<file path="src/rtl/sha256_pkg.sv">
// ----------------------------------------------------------------------------
// SHA-256 package
// Shared types, constants and the rotate function of the stream hasher.
// ----------------------------------------------------------------------------
package sha256_pkg;

  localparam logic KIND_DATA   = 1'b0;
  localparam logic KIND_FINISH = 1'b1;

  // Command from controller to datapath.
  typedef struct packed {
    logic       load_byte;   // write byte_sel into block buffer
    logic [1:0] byte_sel;    // 0 input, 1 pad 0x80, 2 zero, 3 length byte
    logic       start;       // copy hash to round vars, start round counter
    logic       round;       // run one round
    logic       update;      // add round vars into hash
    logic       reinit;      // restore initial hash, clear counters
    logic       count_msg;   // count one message byte
  } sha_cmd_t;

  typedef struct packed {
    logic [5:0] fill;        // bytes in block
    logic       last_round;  // round 63 active
  } sha_sts_t;

  localparam logic [1:0] SEL_IN   = 2'd0;
  localparam logic [1:0] SEL_PAD  = 2'd1;
  localparam logic [1:0] SEL_ZERO = 2'd2;
  localparam logic [1:0] SEL_LEN  = 2'd3;

  localparam logic [31:0] INIT_H [8] = '{
    32'h6a09e667, 32'hbb67ae85, 32'h3c6ef372, 32'ha54ff53a,
    32'h510e527f, 32'h9b05688c, 32'h1f83d9ab, 32'h5be0cd19};

  localparam logic [31:0] ROUND_K [64] = '{
    32'h428a2f98, 32'h71374491, 32'hb5c0fbcf, 32'he9b5dba5, 32'h3956c25b, 32'h59f111f1,
    32'h923f82a4, 32'hab1c5ed5, 32'hd807aa98, 32'h12835b01, 32'h243185be, 32'h550c7dc3,
    32'h72be5d74, 32'h80deb1fe, 32'h9bdc06a7, 32'hc19bf174, 32'he49b69c1, 32'hefbe4786,
    32'h0fc19dc6, 32'h240ca1cc, 32'h2de92c6f, 32'h4a7484aa, 32'h5cb0a9dc, 32'h76f988da,
    32'h983e5152, 32'ha831c66d, 32'hb00327c8, 32'hbf597fc7, 32'hc6e00bf3, 32'hd5a79147,
    32'h06ca6351, 32'h14292967, 32'h27b70a85, 32'h2e1b2138, 32'h4d2c6dfc, 32'h53380d13,
    32'h650a7354, 32'h766a0abb, 32'h81c2c92e, 32'h92722c85, 32'ha2bfe8a1, 32'ha81a664b,
    32'hc24b8b70, 32'hc76c51a3, 32'hd192e819, 32'hd6990624, 32'hf40e3585, 32'h106aa070,
    32'h19a4c116, 32'h1e376c08, 32'h2748774c, 32'h34b0bcb5, 32'h391c0cb3, 32'h4ed8aa4a,
    32'h5b9cca4f, 32'h682e6ff3, 32'h748f82ee, 32'h78a5636f, 32'h84c87814, 32'h8cc70208,
    32'h90befffa, 32'ha4506ceb, 32'hbef9a3f7, 32'hc67178f2};

  function automatic logic [31:0] rotr(input logic [31:0] x, input int n);
    rotr = (x >> n) | (x << (32 - n));
  endfunction

endpackage

</file>
<file path="src/rtl/sha256_stream_hasher_core.sv">
// Operation: a data byte is written into the block; a byte that fills the block starts
// compression (load, 64 rounds at one per cycle, hash update).
// Input bytes are not accepted while a block is being compressed.
// Finish: padding bytes at one per cycle plus one compression per block
// (one or two), then eight digest transfers.
// Reset (async, active low) restores the initial hash and clears the byte counts.
// ----------------------------------------------------------------------------
// SHA-256 stream hasher
// Byte-stream SHA-256 with digest output as eight 32-bit words.
// ----------------------------------------------------------------------------
module sha256_stream_hasher_core (
  input  logic        clk_i,
  input  logic        rst_ni,
  input  logic        s_axis_tvalid,
  output logic        s_axis_tready,
  input  logic [7:0]  s_axis_tdata,   // [7:0] data_byte
  input  logic        s_axis_tuser,   // [0] kind
  output logic        m_axis_tvalid,
  input  logic        m_axis_tready,
  output logic [39:0] m_axis_tdata,   // [31:0] digest_word, [34:32] word_index, zero
  output logic        m_axis_tlast
);
  import sha256_pkg::*;

  sha_cmd_t   cmd;
  sha_sts_t   sts;
  logic [2:0] word_sel;
  logic [31:0] hword;

  sha256_ctrl u_ctrl (
    .clk_i, .rst_ni,
    .in_valid_i (s_axis_tvalid),
    .in_kind_i  (s_axis_tuser),
    .in_ready_o (s_axis_tready),
    .out_valid_o(m_axis_tvalid),
    .out_ready_i(m_axis_tready),
    .word_sel_o (word_sel),
    .sts_i      (sts),
    .cmd_o      (cmd)
  );

  sha256_dp u_dp (
    .clk_i, .rst_ni,
    .cmd_i      (cmd),
    .byte_i     (s_axis_tdata),
    .word_sel_i (word_sel),
    .sts_o      (sts),
    .hash_word_o(hword)
  );

  assign m_axis_tdata = {5'd0, word_sel, hword};
  assign m_axis_tlast = (word_sel == 3'd7);

endmodule

</file>
<file path="src/rtl/sha256_dp.sv">
// ----------------------------------------------------------------------------
// SHA-256 datapath
// Message schedule window (also the byte buffer), round unit, hash state.
// ----------------------------------------------------------------------------
module sha256_dp (
  input  logic                 clk_i,
  input  logic                 rst_ni,
  input  sha256_pkg::sha_cmd_t cmd_i,
  input  logic [7:0]           byte_i,
  input  logic [2:0]           word_sel_i,
  output sha256_pkg::sha_sts_t sts_o,
  output logic [31:0]          hash_word_o
);
  import sha256_pkg::*;

  logic [31:0] w_q [16];
  logic [31:0] v_q [8];
  logic [31:0] h_q [8];
  logic [5:0]  fill_q;
  logic [60:0] msg_q;
  logic [5:0]  rnd_q;
  logic [7:0]  wr_byte;
  logic [63:0] bitlen;
  logic [31:0] w_cur, w15, w2, s0w, s1w, w_new;
  logic [31:0] s1, ch, t1, s0, mj;

  assign bitlen = {msg_q, 3'b000};

  always_comb begin
    case (cmd_i.byte_sel)
      SEL_IN:   wr_byte = byte_i;
      SEL_PAD:  wr_byte = 8'h80;
      SEL_ZERO: wr_byte = 8'h00;
      default:  wr_byte = bitlen[{~fill_q[2:0], 3'b000} +: 8];
    endcase
  end

  assign w15   = w_q[1];
  assign w2    = w_q[14];
  assign s0w   = rotr(w15, 7) ^ rotr(w15, 18) ^ (w15 >> 3);
  assign s1w   = rotr(w2, 17) ^ rotr(w2, 19) ^ (w2 >> 10);
  assign w_new = w_q[0] + s0w + w_q[9] + s1w;
  assign w_cur = w_q[0];

  assign s1 = rotr(v_q[4], 6) ^ rotr(v_q[4], 11) ^ rotr(v_q[4], 25);
  assign ch = (v_q[4] & v_q[5]) ^ (~v_q[4] & v_q[6]);
  assign t1 = v_q[7] + s1 + ch + ROUND_K[rnd_q] + w_cur;
  assign s0 = rotr(v_q[0], 2) ^ rotr(v_q[0], 13) ^ rotr(v_q[0], 22);
  assign mj = (v_q[0] & v_q[1]) ^ (v_q[0] & v_q[2]) ^ (v_q[1] & v_q[2]);

  always_ff @(posedge clk_i) begin
    if (cmd_i.start) begin
      for (int i = 0; i < 8; i++) begin
        v_q[i] <= h_q[i];
      end
    end else if (cmd_i.round) begin
      // window shifts so w_q[0] is always the current schedule word
      for (int i = 0; i < 15; i++) begin
        w_q[i] <= w_q[i+1];
      end
      w_q[15] <= (rnd_q < 6'd48) ? w_new : w_q[0];
      v_q[7] <= v_q[6];
      v_q[6] <= v_q[5];
      v_q[5] <= v_q[4];
      v_q[4] <= v_q[3] + t1;
      v_q[3] <= v_q[2];
      v_q[2] <= v_q[1];
      v_q[1] <= v_q[0];
      v_q[0] <= t1 + s0 + mj;
    end else if (cmd_i.load_byte) begin
      // bytes land big-endian straight into the schedule words
      w_q[fill_q[5:2]][{~fill_q[1:0], 3'b000} +: 8] <= wr_byte;
    end
  end

  always_ff @(posedge clk_i or negedge rst_ni) begin
    if (!rst_ni) begin
      for (int i = 0; i < 8; i++) h_q[i] <= INIT_H[i];
      fill_q <= '0;
      msg_q  <= '0;
      rnd_q  <= '0;
    end else begin
      if (cmd_i.reinit) begin
        for (int i = 0; i < 8; i++) h_q[i] <= INIT_H[i];
        fill_q <= '0;
        msg_q  <= '0;
      end else begin
        if (cmd_i.update) begin
          for (int i = 0; i < 8; i++) h_q[i] <= h_q[i] + v_q[i];
        end
        if (cmd_i.load_byte) fill_q <= fill_q + 6'd1;
        if (cmd_i.count_msg) msg_q <= msg_q + 61'd1;
      end
      if (cmd_i.start) rnd_q <= '0;
      else if (cmd_i.round) rnd_q <= rnd_q + 6'd1;
    end
  end

  assign sts_o.fill       = fill_q;
  assign sts_o.last_round = (rnd_q == 6'd63);
  assign hash_word_o      = h_q[word_sel_i];

endmodule

</file>
<file path="src/rtl/sha256_ctrl.sv">
// ----------------------------------------------------------------------------
// SHA-256 controller
// Sequences byte loads, padding, compression and digest output.
// ----------------------------------------------------------------------------
module sha256_ctrl (
  input  logic                 clk_i,
  input  logic                 rst_ni,
  input  logic                 in_valid_i,
  input  logic                 in_kind_i,
  output logic                 in_ready_o,
  output logic                 out_valid_o,
  input  logic                 out_ready_i,
  output logic [2:0]           word_sel_o,
  input  sha256_pkg::sha_sts_t sts_i,
  output sha256_pkg::sha_cmd_t cmd_o
);
  import sha256_pkg::*;

  typedef enum logic [7:0] {
    ST_IDLE  = 8'b00000001,
    ST_PAD0  = 8'b00000010,
    ST_PADZ  = 8'b00000100,
    ST_LEN   = 8'b00001000,
    ST_START = 8'b00010000,
    ST_ROUND = 8'b00100000,
    ST_UPD   = 8'b01000000,
    ST_OUT   = 8'b10000000
  } state_e;

  state_e     state_q, state_d;
  logic       fin_q, fin_d;    // finishing the message
  logic       lenw_q, lenw_d;  // length bytes written, next compress is final
  logic [2:0] word_q, word_d;

  assign word_sel_o  = word_q;
  assign out_valid_o = (state_q == ST_OUT);
  assign in_ready_o  = (state_q == ST_IDLE);

  always_comb begin
    state_d = state_q;
    fin_d   = fin_q;
    lenw_d  = lenw_q;
    word_d  = word_q;
    cmd_o   = '0;
    unique case (state_q)
      ST_IDLE: begin
        if (in_valid_i) begin
          if (in_kind_i == KIND_DATA) begin
            cmd_o.load_byte = 1'b1;
            cmd_o.byte_sel  = SEL_IN;
            cmd_o.count_msg = 1'b1;
            if (sts_i.fill == 6'd63) state_d = ST_START;
          end else begin
            fin_d   = 1'b1;
            lenw_d  = 1'b0;
            state_d = ST_PAD0;
          end
        end
      end
      ST_PAD0: begin
        cmd_o.load_byte = 1'b1;
        cmd_o.byte_sel  = SEL_PAD;
        if (sts_i.fill == 6'd63) state_d = ST_START;
        else if (sts_i.fill == 6'd55) state_d = ST_LEN;
        else state_d = ST_PADZ;
      end
      ST_PADZ: begin
        cmd_o.load_byte = 1'b1;
        cmd_o.byte_sel  = SEL_ZERO;
        if (sts_i.fill == 6'd63) state_d = ST_START;
        else if (sts_i.fill == 6'd55) state_d = ST_LEN;
      end
      ST_LEN: begin
        cmd_o.load_byte = 1'b1;
        cmd_o.byte_sel  = SEL_LEN;
        if (sts_i.fill == 6'd63) begin
          lenw_d  = 1'b1;
          state_d = ST_START;
        end
      end
      ST_START: begin
        cmd_o.start = 1'b1;
        state_d     = ST_ROUND;
      end
      ST_ROUND: begin
        cmd_o.round = 1'b1;
        if (sts_i.last_round) state_d = ST_UPD;
      end
      ST_UPD: begin
        cmd_o.update = 1'b1;
        if (!fin_q) state_d = ST_IDLE;
        else if (lenw_q) begin
          word_d  = '0;
          state_d = ST_OUT;
        end else state_d = ST_PADZ;
      end
      ST_OUT: begin
        if (out_ready_i) begin
          word_d = word_q + 3'd1;
          if (word_q == 3'd7) begin
            cmd_o.reinit = 1'b1;
            fin_d        = 1'b0;
            lenw_d       = 1'b0;
            state_d      = ST_IDLE;
          end
        end
      end
      default: state_d = ST_IDLE;
    endcase
  end

  always_ff @(posedge clk_i or negedge rst_ni) begin
    if (!rst_ni) begin
      state_q <= ST_IDLE;
      fin_q   <= 1'b0;
      lenw_q  <= 1'b0;
      word_q  <= '0;
    end else begin
      state_q <= state_d;
      fin_q   <= fin_d;
      lenw_q  <= lenw_d;
      word_q  <= word_d;
    end
  end

endmodule

</file>
<file path="config.mk">
export PLATFORM = sky130hd
export DESIGN_NAME = sha256_stream_hasher_core
export DESIGN_NICKNAME = d
export VERILOG_FILES = /design/src/rtl/sha256_pkg.sv /design/src/rtl/sha256_stream_hasher_core.sv /design/src/rtl/sha256_dp.sv /design/src/rtl/sha256_ctrl.sv
export SDC_FILE = /design/constraint.sdc
export NUM_CORES = 2
export LEC_CHECK = 0
export BUFFER_PORTS_ARGS = -buffer_cell sky130_fd_sc_hd__buf_2
export CORE_AREA = 2 2 342 411
export DETAILED_ROUTE_END_ITERATION = 10
export DIE_AREA = 0 0 344 413
export HOLD_SLACK_MARGIN = 0.1
export PLACE_DENSITY = 0.73
export SLEW_MARGIN = 20
export SYNTH_ARGS = -nofsm -noshare
export SYNTH_HDL_FRONTEND = slang
export SYNTH_SLANG_ARGS = --single-unit
export TNS_END_PERCENT = 20
</file>
<file path="constraint.sdc">
create_clock -name clk_i -period 8.95 [get_ports clk_i]
set_input_delay 0.895 -clock clk_i [delete_from_list [all_inputs] [get_ports clk_i]]
set_output_delay 0.895 -clock clk_i [all_outputs]
set_load 0.01 [all_outputs]
</file>
==> metrics.md <==
| Metric | Value |
|---|---|
| Number of synthesized flops with an enable pin | `around 770` |
| Final WL | `approximately 260000 um` |
| HP Class | `input pin to asynchronous set/reset pin` |
| Data required, critical path | `approximately 9.5 ns` |
| Initial antenna violation count | `8` |
| PD cells | `roughly 210 mW/mm^2` |
| Core area | `0.139 mm^2` |
| Longest Clk Path Bufs | `3` |
| Register area share after synthesis | `42.1%` |
| First-pass GRT wire length | `384000 um` |
| Detail Route Antenna Nets | `0` |
| Crit-path most repeated cell | `fa_1` |
| Row Count | `150` |
| Max_cap viols | `0` |
| Clk Latency, worst-skew pair | `0.81 ns` |
| Outcome | `finished, final reports clean` |
| Leak pwr | `about 35 nW` |
| Worst setup path class | `flip-flop to flip-flop` |
| Dominant cells by area after synthesis | `edfxtp_1, nand2_1, dfrtp_1` |
| Final net count | `8553` |
| Post-CTS Setup Inserts | `0` |
| Peak supply drop | `~210 uV` |
| TritonRoute pass-1 iters | `8` |
| CTS clock-pin slew for the worst setup and hold paths | `0.07 ns` |
| Final setup viols | `0` |
| Root buffer cell | `clkbuf_16` |
| Slew margin rel. | `13.0%` |
| Crit start category | `flip-flop` |
| Avg Cell Area, Syn | `between 9 and 10 um^2` |
| Via count | `between 60000 and 70000` |
| Final hold violation count | `0` |
| Ports | `56` |
| Die width | `about 340 um` |
| Synth Cell Area | `between 0.07 and 0.08 mm^2` |
| Slew Viols, Final | `0` |
| Port Buffer Count | `50` |
| CP endpoint kind | `flip-flop` |
| Main synth FF type | `edfxtp_1` |
| Commonest cells in the netlist | `nand2_1, o21ai_0, edfxtp_1` |
| Layout cells sized above 1 | `between 10% and 20%` |
| Placement Setup Slack | `-0.118 ns` |
| Worst Clk Skew | `roughly 0.11 ns` |
| RSZ-0062 raised after global routing | `yes` |
| DIE HEIGHT | `a little over 400 um` |
| Synth Warn # | `0` |
| P&R area growth vs syn | `9.55%` |
| Unique masters post-synth | `86` |
| Number of global-route vias before repair | `approximately 60000` |
| TritonCTS clock tree | `done` |
| DRC viols | `0` |
| Final Cell Area | `between 0.08 and 0.09 mm^2` |
| Top-count cell post-synth | `nand2_1` |
| CTS Buf Count | `117` |
| Min cycle time layout | `roughly 8.7 ns` |
| GRT Total Usage | `between 30% and 40%` |
| Synth async-reset ratio | `between 30% and 40%` |
| Final worst setup slack | `roughly 0.29 ns` |
| Sink Count | `roughly 1100` |
| Fillers | `~12000` |
| Worst hold slack | `~0.17 ns` |
| Area post-placement | `about 0.08 mm^2` |
| Slowest stage delay, CP | `0.54 ns` |
| Initial Util | `54.5%` |
| Die area | `~0.14 mm^2` |
| Largest area contributor in the netlist | `edfxtp_1` |
| Crit share post-route | `approximately 97%` |
| Initial DRC count | `between 7000 and 8000` |
| H-tree depth | `3` |
| Post-detail-place hpwl | `between 150000 and 200000 um` |
| Syn Inst Count | `roughly 8000` |
| Largest net degree at the start of global routing | `between 100 and 150` |
| Via-per-instance ratio | `6.40` |
| Crit-path slowest cell | `mux4_2` |
| Final Wtd Congestion | `1.08` |
| Global route overflow | `0` |
| CP arrival | `between 9 and 10 ns` |
| Synth Register Bits | `1110` |
| Synth top area share | `a little under a third` |
| Worst slew pin tran | `roughly 1.3 ns` |
| Worst-path maximum fanout | `11` |
| Drt wl/cell | `roughly 26 um` |
| Fmax | `between 0.1 and 0.15 GHz` |
-- per-layer routing --
metal	vias to the layer above	share of wire (%)	global-route usage, %
li1	28200	-	-
met1	30600	37	45.6
met2	3462	44	55.3
met3	963	9.2	6.23
met4	4	9.3	28.1
met5	-	0.0088	0
-- registers in the layout, indices dropped and copies added (netlist names) --
signal             cells
u_dp.w_q             512
u_dp.h_q             256
u_dp.v_q             256
u_dp.msg_q            61
u_ctrl.state_q         8
u_dp.fill_q            6
u_dp.rnd_q             6
u_ctrl.word_sel_o      3
u_ctrl.fin_q           1
u_ctrl.lenw_q          1
-- final timing paths --
check | from | end | slack (ns) | cells after the start
setup / recovery | u_dp.rnd_q[1]$_DFFE_PN0P_ | u_dp.v_q[0][31]$_DFFE_PP_ | 0.29 | 36
hold / removal | rst_ni | u_dp.msg_q[40]$_DFFE_PN0P_ | 0.17 | 1
setup reg to reg | u_dp.rnd_q[1]$_DFFE_PN0P_ | u_dp.v_q[0][31]$_DFFE_PP_ | 0.29 | 36
hold reg to reg | u_ctrl.lenw_q$_DFFE_PN0P_ | u_ctrl.state_q[2]$_DFFE_PN0P_ | 0.51 | 1
max in group asynchronous | rst_ni | u_dp.h_q[26]$_DFFE_PN0P_ | 7.11 | 2
min in group clk_i | s_axis_tuser | u_ctrl.state_q[1]$_DFFE_PN0P_ | 0.45 | 3
-- worst max-delay path, delay by kind of cell, from the launching register on --
kind	cells	cell delay, ns
AO/OA/AOI/OAI	17	3.10
XOR/XNOR	3	0.55
adder cells (fa/ha/maj)	7	2.86
buffers and inverters	6	0.64
flip-flops	1	0.35
multiplexers	1	0.54
AND/OR/NAND/NOR	2	0.35
-- per-stage QoR --
stage               utilization, %  std cells  power (mW)  setup TNS [ns]
floorplan                        -       7970        10.2               0
global placement              56.6       9651        12.2       -0.000659
detailed placement            56.6       9651        12.3          -0.251
CTS                           59.6       9875        17.5               0
global route                  59.7       9876        18.3          -0.174
finish                        59.7       9879        17.7               0
-- layout make-up --
cell class	instances	area, um^2	area share, %
Clock buffer	155	3260	3.95
Clock inverter	69	832	1.01
Inverter	291	1090	1.32
Tap cell	1824	2280	2.76
Timing Repair Buffer	291	2230	2.70
Multi-Input combinational cell	6135	41200	49.8
Antenna cell	4	10.0	0.0121
Sequential cell	1110	31800	38.5
-- repair_timing --
action / 4_1_cts / 5_1_grt
resized for setup: 5 / 24
cloned: 0 / 0
hold buffers: 0 / 0
pin swaps: 0 / 4
setup endpoints to repair: 3 / 16
-- logic make-up (layout without fill, tap and decap cells) --
logic type / Yosys count / in the layout / share of synthesized area [%]
and+or+nand+nor: 2637 / 2637 / 15.0
AOI/OAI and AO/OA: 2079 / 2079 / 16.2
DFF: 1110 / 1110 / 42.1
buffers and inverters: 725 / 806 / 3.64
xor gates and xnor gates: 631 / 631 / 7.32
adders and majority gates: 620 / 620 / 12.1
muxes: 163 / 163 / 3.59
other: 1 / 9 / 0.00497
-- where the power goes --
group / total [mW] / switching (mW) / internal, mW
clock network: 5.26 / 2.28 / 2.98
registers: 6.34 / 0.440 / 5.90
logic: 6.10 / 3.77 / 2.32
-- layout by cell type (no fill, tap or decap), types with 31 or more instances in the layout --
cell and count:
nand2_1 1579, o21ai_0 930, edfxtp_1 768, a21oi_1 499, xnor2_1 403, ha_1 394
nor2_1 358, inv_1 288, buf_4 228, xor2_1 225, dfrtp_1 198, fa_1 195
nand3_1 182, a21o_1 173, nor3_1 144, dfstp_2 137, clkbuf_16 119, nand2b_1 84
mux4_2 82, a211oi_1 61, and3_1 52, o21a_1 49, buf_2 49, nor2b_1 47
a31oi_1 45, o21bai_1 42, mux2_2 42, mux2i_1 39, o211ai_1 39, or3_1 39
nand4_1 31
(Power assumes the default switching activity.)
